[config.mk]
export PLATFORM = sky130hd
export DESIGN_NAME = ppp_cell
export DESIGN_NICKNAME = d
export VERILOG_FILES = /design/src/ppp_pkg.sv /design/src/ppp_cell.sv
export SDC_FILE = /design/constraint.sdc
export NUM_CORES = 1
export LEC_CHECK = 0
export ABC_CLOCK_PERIOD_IN_PS = 7100
export BUFFER_PORTS_ARGS = -buffer_cell sky130_fd_sc_hd__buf_2
export CORE_AREA = 2 2 218 220
export DETAILED_ROUTE_END_ITERATION = 7
export DIE_AREA = 0 0 220 222
export PLACE_DENSITY_LB_ADDON = 0.3
export SYNTH_ARGS = -nofsm -noshare
export SYNTH_HDL_FRONTEND = slang
export SYNTH_SLANG_ARGS = --single-unit
[constraint.sdc]
create_clock -name clk -period 7.1 [get_ports clk]
set_input_delay 0.355 -clock clk [delete_from_list [all_inputs] [get_ports clk]]
set_output_delay 0.355 -clock clk [all_outputs]
set_load 0.05 [all_outputs]
[src/ppp_pkg.sv]
// shared types, widths and register codes for the perspective point projection
// no dependencies
`timescale 1ns / 1ps

package ppp_pkg;

    localparam int NUM_CELLS = 33;           // quotient bits 32..0
    localparam int QW        = NUM_CELLS;
    localparam int DEN_W     = 50;           // w is positive and below 2^49
    localparam int REM_W     = 80;           // numerator magnitude scaled by 2^16
    localparam int SUB_W     = REM_W + 2;    // room for den shifted by the top bit

    localparam logic signed [49:0] W_THRESHOLD = 50'sd16777;

    localparam logic [2:0] REG_ROW1_A = 3'd0;
    localparam logic [2:0] REG_ROW1_B = 3'd1;
    localparam logic [2:0] REG_ROW2_A = 3'd2;
    localparam logic [2:0] REG_ROW2_B = 3'd3;
    localparam logic [2:0] REG_ROW4_A = 3'd4;
    localparam logic [2:0] REG_ROW4_B = 3'd5;
    localparam logic [2:0] REG_WIDTH  = 3'd6;
    localparam logic [2:0] REG_HEIGHT = 3'd7;

    localparam logic [13:0] WIDTH_RESET  = 14'd1920;
    localparam logic [13:0] HEIGHT_RESET = 14'd1080;

    typedef struct packed {
        logic signed [31:0] point_x;
        logic signed [31:0] point_y;
        logic signed [31:0] point_z;
    } point_t;

    typedef struct packed {
        logic signed [31:0] screen_x;
        logic signed [31:0] screen_y;
        logic               visible;
    } result_t;

    // state carried from one divider cell to the next, both axes side by side
    typedef struct packed {
        logic [DEN_W-1:0] den;
        logic [REM_W-1:0] rem_x;
        logic [REM_W-1:0] rem_y;
        logic [QW-1:0]    q_x;
        logic [QW-1:0]    q_y;
        logic             neg_x;
        logic             neg_y;
        logic             ovf_x;
        logic             ovf_y;
        logic             vis;
    } div_t;

endpackage

[src/ppp_cell.sv]
// one restoring-division cell: decides one quotient bit for both axes
// depends on ppp_pkg
`timescale 1ns / 1ps

module ppp_cell
    import ppp_pkg::*;
#(
    parameter int BIT = 0
)
(
    input  logic clk,
    input  logic rst_n,
    input  logic up_valid,
    output logic up_ready,
    input  div_t up_data,
    output logic down_valid,
    input  logic down_ready,
    output div_t down_data
);

    logic             valid_reg;
    div_t             data_reg;
    div_t             data_next;
    logic [SUB_W-1:0] den_sh;
    logic [SUB_W-1:0] diff_x;
    logic [SUB_W-1:0] diff_y;
    logic             ge_x;
    logic             ge_y;

    assign up_ready   = !valid_reg || down_ready;
    assign down_valid = valid_reg;
    assign down_data  = data_reg;

    always_comb
    begin
        den_sh    = SUB_W'(up_data.den) << BIT;
        ge_x      = SUB_W'(up_data.rem_x) >= den_sh;
        ge_y      = SUB_W'(up_data.rem_y) >= den_sh;
        diff_x    = SUB_W'(up_data.rem_x) - den_sh;
        diff_y    = SUB_W'(up_data.rem_y) - den_sh;
        data_next = up_data;
        if (ge_x)
        begin
            data_next.rem_x = diff_x[REM_W-1:0];
        end
        if (ge_y)
        begin
            data_next.rem_y = diff_y[REM_W-1:0];
        end
        data_next.q_x[BIT] = ge_x;
        data_next.q_y[BIT] = ge_y;
    end

    always_ff @(posedge clk or negedge rst_n)
    begin
        if (!rst_n)
        begin
            valid_reg <= 1'b0;
        end
        else if (up_ready)
        begin
            valid_reg <= up_valid;
        end
    end

    always_ff @(posedge clk)
    begin
        if (up_valid && up_ready)
        begin
            data_reg <= data_next;
        end
    end

endmodule

* Yosys cells after proc, flatten, opt, wreduce, memory -nomap -nowiden
Index checks and enable logic that the tools add are counted.
** Storage, ports and cells
- Register bits :: 282
** Operators by class
- Multiplexer cells :: 2
- Add/sub/neg operators :: 2
- Order comparisons :: 2
- Reductions and logical operators :: 3
** Operator list (number)
- $ge 80x50->1 :: 2
- $mux 80 :: 2
- $sub 80x50->80 :: 2
- $logic_and 1x1->1 :: 1
- $logic_not 1->1 :: 1
- $logic_or 1x1->1 :: 1

* Longest topological paths before layout
Gate-level depths: netlist of the first run.
- Word-level depth :: 3
- Depth in mapped cells :: 15

* Least setup slack after synthesis of the first run
Ideal clock, no wire load.
- Path type :: register to register
- Start point :: reg valid_reg (netlist: down_valid)
- End point :: reg data_reg, in the netlist down_data[0], enable pin
- Library setup time :: 0.677 ns
- Arrival :: 7.495 ns
- Cell stages (with the launch flop) :: 3
- Path buffers :: 0
- Period minus slack after synthesis :: 8.172 ns
- Data required time :: 6.423 ns
- Path slack :: -1.072 ns
- Cell sequence :: dfrtp_1 nand2b_1 and2_1
** On the way
- Cells in the longest elaborated chain, start to end :: 3
** RTL lines
- start: declaration :: RTL line ppp_cell.sv:21 : logic valid_reg;
- start signal: assignment :: RTL line ppp_cell.sv:62 : valid_reg <= up_valid;
- $logic_not 1->1 :: RTL line ppp_cell.sv:30 : assign up_ready = !valid_reg || down_ready;
- $logic_or 1x1->1 :: RTL line ppp_cell.sv:30
- via up_ready :: RTL line ppp_cell.sv:14 : output logic up_ready,
- $logic_and 1x1->1 :: RTL line ppp_cell.sv:68 : if (up_valid && up_ready)
- end signal: assignment :: RTL line ppp_cell.sv:70 : data_reg <= data_next;
- end: declaration :: RTL line ppp_cell.sv:22 : div_t data_reg;
The timed path passes the listed nets, and every way through them passes these cells.
A chain may end at the register's enable or synchronous reset.

==> metrics, run 1 <==
synthesized instance count=roughly 1700; final routed wire length divided by cell count=between 20 and 25 um; Worst R2R Setup Slack=about 4500 ps; postcts setup bufs=0; number of H-tree levels=2; power density over cell area=about 240 mW/mm2; Max Fanout on Critical Path=43; cell area after placement=between 0.02 and 0.025 mm2; growth of design area from synthesis to finish=32.9%; total length of routed wires=61200 um; reg-to-reg endpoint=down_data[222]$_DFFE_PP_; r2r worst-path depth=3; fmax=0.198 GHz; sequential-to-total area share from yosys stat=49.7%; Max Clock Skew=22.5 ps; fraction of layout instances using a drive strength above 1=27.9%; Chip Width=220 um; post-placement setup slack=2020 ps; fin crit share=71.1%; max-cap check violation count=0; routed vias/inst=approximately 5.3; CTS tree=yes; Async SR Flop Fraction=less than 1%; setup ws final=2050 ps; Final Hold Slack=30.2 ps; Crit Path Category=input pin to register; area of all placed cells without fillers=roughly 0.023 mm2; antenna violation net count after detailed routing=0; maximum number of buffers from clock root to sink=3; slew of the pin with the lowest slew margin=1260 ps; maximum vdd ir drop=0.000214 V; result of the run=finished, final reports clean; fill cell total of the finished layout=4319; initial antenna violation count=12; clock edge transition at the registers on the reported setup and hold paths=50 ps; final number of setup-violating endpoints=0; synthesis-stage register bit count=roughly 280; CTS buffer count=35; clock period minus worst slack=5050 ps; total vias in the final route=15800; hold path depth=1; count of flip-flops with a built-in enable after synthesis=281; number of hold violations in the final report=0; global router's overall resource usage=approximately a quarter; sort of element at the end of the critical path=register; number of iterations in the first detailed-routing pass=6; count of input and output buffers=565; die area=0.0488 mm2; first-pass GRT wire length=89900 um; total grt overflow=0; Rel. slew slack=16.0%; arrival time worst endpoint=5300 ps; Post-Synthesis Mean Instance Area=slightly above 10 um2; Die Y-Extent=between 200 and 250 um; dominant register cell in the synthesized netlist=sky130_fd_sc_hd__edfxtp_1; IO Pins=568; Cells after DPL=2799; Reg2Reg Launch Point=down_valid$_DFFE_PN0N_; Resize count post-CTS=0; static leakage=9.37 nW; core box area=0.0463 mm2; hold wc startpoint=up_data[235]; final cell count without fillers=2965; syn_nets=2054; starting density of the core=36.8%; WP data required=7350 ps; destination of the worst hold path=down_data[235]$_DFFE_PP_; total number of yosys warnings=0; DRT iter0 DRCs=1276; unrepaired setup endpoints after global routing=no; routability congestion estimate from global placement=0.923; Nets=2710; mapped cell area=0.0170 mm2; clock latency of the later-clocked register in the worst-skew pair=about 550 ps; vias in the first global route=15300; Root Driver=sky130_fd_sc_hd__clkbuf_16; count of clock tree sinks=282; kind of start point of the critical path=input pin; Distinct cells, synth=64; largest net degree at the start of global routing=113; drc violations=0; Core Rows=79; sum of negative setup slack=0 ps; pins over their slew limit=0; DP Wirelength=48400 um; worst min-delay path class=input pin to register
cells by family after synthesis:
logic type | synth area share, %
xor+xnor | 7.97
flops | 49.7
mux | 0.728
buf+inv | 3.00
fa+ha+maj | 7.58
compound gates | 16.3
simple gates | 14.7
through the flow:
step | utilization, % | power, mW
floorplan | - | 3.11
global placement | 44.3 | 3.53
detailed placement | 44.3 | 3.54
CTS | 48.8 | 5.41
global route | 48.9 | 5.60
finish | 48.9 | 5.37
power breakdown:
group          switching, mW  internal [mW]
Sequential            0.0361           2.01
Combinational           1.05          0.461
Clock                  0.722           1.09
cells in the mapped netlist, drive strengths merged (3+ instances only):
cell type    n  share of area [%]
edfxtp     281                 50
a21oi      176                5.2
nand2      164                3.6
nor2       128                2.8
o21ai      127                3.8
ha         100                7.3
xnor2       90                4.6
inv         85                1.9
xor2        65                3.3
nor3        46                1.4
clkbuf      41               0.91
a21o        36                1.6
nand4       34                1.2
nand3       24               0.71
nor4        23               0.85
or3         23               0.87
a31oi       16               0.59
o21a        16               0.71
o21bai      16               0.71
o211ai      14               0.62
and2        13               0.48
nand2b      13               0.48
nor2b       12               0.44
or4         12               0.55
mux2        11               0.73
and3         9               0.33
o31ai        9               0.40
a21boi       8               0.35
buf          8               0.21
a211oi       7               0.31
or2          7               0.26
a2111oi      5               0.48
nand3b       5               0.22
a211o        4               0.21
nor4b        4               0.21
o31a         4               0.21
a221o        3               0.18
a311oi       3               0.15
o22ai        3               0.11
routing by layer:
metal	track usage, %	up-vias	part of all wire (%)
met5	0	-	0.021
met4	7.77	2	2.5
met3	4.91	86	7.3
met2	39.6	670	47
met1	31.6	7506	43
li1	-	7517	-
critical path, cell delays in order:
cell and delay, ps:
sky130_fd_sc_hd__dlygate4sd3_1 520, sky130_fd_sc_hd__buf_2 100, sky130_fd_sc_hd__inv_1 90, sky130_fd_sc_hd__ha_1 400
sky130_fd_sc_hd__nand4_1 160, sky130_fd_sc_hd__a211oi_1 540, sky130_fd_sc_hd__nor2_1 200, sky130_fd_sc_hd__o21ai_1 540
sky130_fd_sc_hd__a221oi_1 290, sky130_fd_sc_hd__o211ai_1 1050, sky130_fd_sc_hd__buf_4 570, sky130_fd_sc_hd__buf_4 350
sky130_fd_sc_hd__a21oi_1 110
how the worst max path moves through the flow:
stage	cells past startpoint	endpoint	start	slack [ps]
after detailed placement	12	down_data[104]$_DFFE_PP_	up_data[231]	2020
after global routing	14	down_data[106]$_DFFE_PP_	up_data[238]	1850
after global placement	12	down_data[96]$_DFFE_PP_	up_data[231]	2080
after floorplan	2	down_data[0]$_DFFE_PP_	down_valid$_DFFE_PN0N_	2040
after CTS	13	down_data[96]$_DFFE_PP_	up_data[237]	2240
final	13	down_data[96]$_DFFE_PP_	up_data[237]	2050
final cells by class:
type / count / area (um2) / area share [%]
Sequential cell: 282 / 8460 / 37.4
Multi-Input combinational cell: 1251 / 8050 / 35.6
Timing Repair Buffer: 668 / 3850 / 17.0
Clock buffer: 39 / 891 / 3.94
Tap cell: 607 / 759 / 3.36
Inverter: 85 / 319 / 1.41
Clock inverter: 23 / 258 / 1.14
Antenna cell: 10 / 25.0 / 0.111
sequential cells by signal, indices dropped and copies added, names as in the netlist:
register    flops
down_data     281
down_valid      1
timing repair:
| action | in CTS | in global routing |
|---|---|---|
| hold buffers | 94 | 0 |
| endpoints found under the setup margin | 0 | 0 |
| hold endpoints to repair | 94 | 0 |
layout by cell type (no fill, tap or decap), types with 6 or more instances in the layout:
cell and instances:
sky130_fd_sc_hd__inv_1 85, sky130_fd_sc_hd__buf_4 8, sky130_fd_sc_hd__o31ai_1 9, sky130_fd_sc_hd__dlygate4sd3_1 94, sky130_fd_sc_hd__or4_1 11, sky130_fd_sc_hd__edfxtp_1 281, sky130_fd_sc_hd__o21a_1 16, sky130_fd_sc_hd__or2_2 6
sky130_fd_sc_hd__clkinv_2 8, sky130_fd_sc_hd__a21boi_0 8, sky130_fd_sc_hd__or3_1 22, sky130_fd_sc_hd__xor2_1 65, sky130_fd_sc_hd__nor2_1 128, sky130_fd_sc_hd__o21bai_1 16, sky130_fd_sc_hd__nor4_1 23, sky130_fd_sc_hd__diode_2 10
sky130_fd_sc_hd__mux2_2 11, sky130_fd_sc_hd__o211ai_1 14, sky130_fd_sc_hd__a211oi_1 7, sky130_fd_sc_hd__clkbuf_16 35, sky130_fd_sc_hd__nor3_1 44, sky130_fd_sc_hd__a31oi_1 16, sky130_fd_sc_hd__nand2b_1 13, sky130_fd_sc_hd__o21ai_0 123
sky130_fd_sc_hd__buf_2 565, sky130_fd_sc_hd__nor2b_1 12, sky130_fd_sc_hd__a21oi_1 176, sky130_fd_sc_hd__ha_1 100, sky130_fd_sc_hd__and2_1 12, sky130_fd_sc_hd__and3_1 9, sky130_fd_sc_hd__nand2_1 164, sky130_fd_sc_hd__nand4_1 34
sky130_fd_sc_hd__a21o_1 35, sky130_fd_sc_hd__nand3_1 24, sky130_fd_sc_hd__xnor2_1 90
Note: power is estimated with default switching activity, not from simulation.
==> run 2, diff against run 1 <==
- ABC_CLOCK_PERIOD_IN_PS: 7100 -> 5000
- CORE_AREA: 2 2 218 220 -> 2 2 224 226
- DIE_AREA: 0 0 220 222 -> 0 0 226 228
- clock period: 7.1 -> 5 ns (I/O delays scaled with it)
==> run 2 against run 1 <==
Largest cell class unchanged; final cell count up 3.8%; largest power group unchanged; global-route usage fell by 0.15 points; sequential share of layout area decreased by 0.99 points.
==> metrics, run 2 (same netlist as run 1, synthesis figures left out) <==
largest net degree at the start of global routing=110; static leakage=9.58 nW; Chip Width=226 um; result of the run=finished, final reports clean; Final Hold Slack=25.1 ps; WP data required=5290 ps; setup ws final=582 ps; number of hold violations in the final report=0; arrival time worst endpoint=4700 ps; routed vias/inst=~5.2; Nets=2763; final core occ=47.1%; fraction of layout instances using a drive strength above 1=27.2%; vias in the first global route=15700; antenna violation net count after detailed routing=0; Worst R2R Setup Slack=3120 ps; slew of the pin with the lowest slew margin=roughly 840 ps; multi-input gate area in the final layout=0.00805 mm2; sort of element at the end of the critical path=register; postcts setup bufs=0; flip-flop count of the largest register after layout=281; Rel. slew slack=between 40% and 50%; DRT iter0 DRCs=1268; total grt overflow=0; Max Clock Skew=roughly 28 ps; most frequent standard cell in the layout excluding fill and tap cells=sky130_fd_sc_hd__buf_2; number of iterations in the first detailed-routing pass=5; die area=slightly above 0.05 mm2; starting density of the core=34.5%; Core Rows=82; pins over their slew limit=0; overall power after layout=roughly 7.7 mW; routability congestion estimate from global placement=0.924; unrepaired setup endpoints after global routing=no; DP Wirelength=49900 um; initial antenna violation count=11; sum of negative setup slack=0 ps; Resize count post-CTS=0; growth of design area from synthesis to finish=36.5%; fin crit share=88.4%; core box area=0.0493 mm2; count of clock tree sinks=~280; clock period minus worst slack=4420 ps; worst min-delay path class=input pin to register; number of H-tree levels=2; clock latency of the later-clocked register in the worst-skew pair=560 ps; maximum number of buffers from clock root to sink=3; area of all placed cells without fillers=0.0232 mm2; final cell count without fillers=3079; CTS tree=yes; kind of start point of the critical path=input pin; max-cap check violation count=0; global router's overall resource usage=23.9%; IO Pins=568; Root Driver=sky130_fd_sc_hd__clkbuf_16; Crit Path Category=input pin to register; total vias in the final route=16000; leading cell types in the layout, fill and taps excluded=sky130_fd_sc_hd__buf_2 (565), sky130_fd_sc_hd__edfxtp_1 (281), sky130_fd_sc_hd__a21oi_1 (176); power density over cell area=330 mW/mm2; first-pass GRT wire length=94300 um; count of input and output buffers=between 500 and 600; Cells after DPL=2869; Die Y-Extent=228 um; total length of routed wires=roughly 64000 um; register cell area after layout=~0.0085 mm2; cell area after placement=0.0206 mm2; clock edge transition at the registers on the reported setup and hold paths=roughly 60 ps; post-placement setup slack=644 ps; CTS buffer count=34; maximum vdd ir drop=0.000234 V; final number of setup-violating endpoints=0; Max Fanout on Critical Path=7; fmax=0.226 GHz; final routed wire length divided by cell count=20.6 um; drc violations=0; fill cell total of the finished layout=4617
run 2: cell types whose count changed in the layout (fill, tap and decap cells not counted):
cell / previous run / this run
sky130_fd_sc_hd__diode_2: 10 / 9
sky130_fd_sc_hd__inv_8: 1 / 0
sky130_fd_sc_hd__buf_4: 8 / 11
sky130_fd_sc_hd__buf_12: 1 / 3
sky130_fd_sc_hd__clkinv_8: 0 / 2
sky130_fd_sc_hd__clkinv_2: 8 / 2
sky130_fd_sc_hd__clkinv_4: 2 / 0
sky130_fd_sc_hd__clkbuf_1: 4 / 8
sky130_fd_sc_hd__dlygate4sd3_1: 94 / 143
sky130_fd_sc_hd__inv_6: 1 / 0
run 2: critical path: stages:
cell and delay [ps]:
sky130_fd_sc_hd__dlygate4sd3_1 530, sky130_fd_sc_hd__buf_2 130, sky130_fd_sc_hd__inv_1 170, sky130_fd_sc_hd__ha_1 370, sky130_fd_sc_hd__a21oi_1 290, sky130_fd_sc_hd__o21ai_0 150
sky130_fd_sc_hd__a311oi_1 430, sky130_fd_sc_hd__o22ai_1 190, sky130_fd_sc_hd__a211oi_1 580, sky130_fd_sc_hd__nand3_1 180, sky130_fd_sc_hd__a221o_1 410, sky130_fd_sc_hd__a2111oi_4 680
sky130_fd_sc_hd__nand3_1 190, sky130_fd_sc_hd__xnor2_1 170
run 2: metal layers:
layer | wire (um) | vias up | global-route usage (%)
met3 | 4530 | 117 | 4.60
met2 | 30000 | 693 | 39.7
met5 | 27 | - | 0
li1 | - | 7614 | -
met4 | 2530 | 4 | 9.60
met1 | 26400 | 7558 | 30.6
run 2: path summary, 6_finish.rpt:
kind                                            endpoint  cells past startpoint              startpoint
worst max register to register   down_data[10]$_DFFE_PP_                      3  down_valid$_DFFE_PN0N_
worst min register to register    down_valid$_DFFE_PN0N_                      2  down_valid$_DFFE_PN0N_
worst min-delay path            down_data[191]$_DFFE_PP_                      3            up_data[191]
max in group asynchronous         down_valid$_DFFE_PN0N_                      3                   rst_n
min in group asynchronous         down_valid$_DFFE_PN0N_                      3                   rst_n
worst max-delay path            down_data[221]$_DFFE_PP_                     14            up_data[248]
run 2: final cells by class:
| class | count | share of cell area [%] |
|---|---|---|
| antenna | 9 | 0.0970 |
| clock buffer | 43 | 3.90 |
| clock inverter | 15 | 0.959 |
| inverter | 85 | 1.37 |
| multi-input combinational | 1251 | 34.7 |
| sequential | 282 | 36.4 |
| tap | 672 | 3.62 |
| timing repair buffer | 722 | 18.9 |
run 2: where the power goes:
part           switching (mW)  internal, mW  total, mW
Combinational            1.51         0.682       2.19
Sequential             0.0518          2.86       2.91
Clock                    1.01          1.54       2.56
run 2: repair_timing:
| item | 4_1_cts | 5_1_grt |
|---|---|---|
| endpoints found under the hold margin | 142 | 0 |
| setup endpoints to repair | 0 | 0 |
| hold buffers | 143 | 0 |
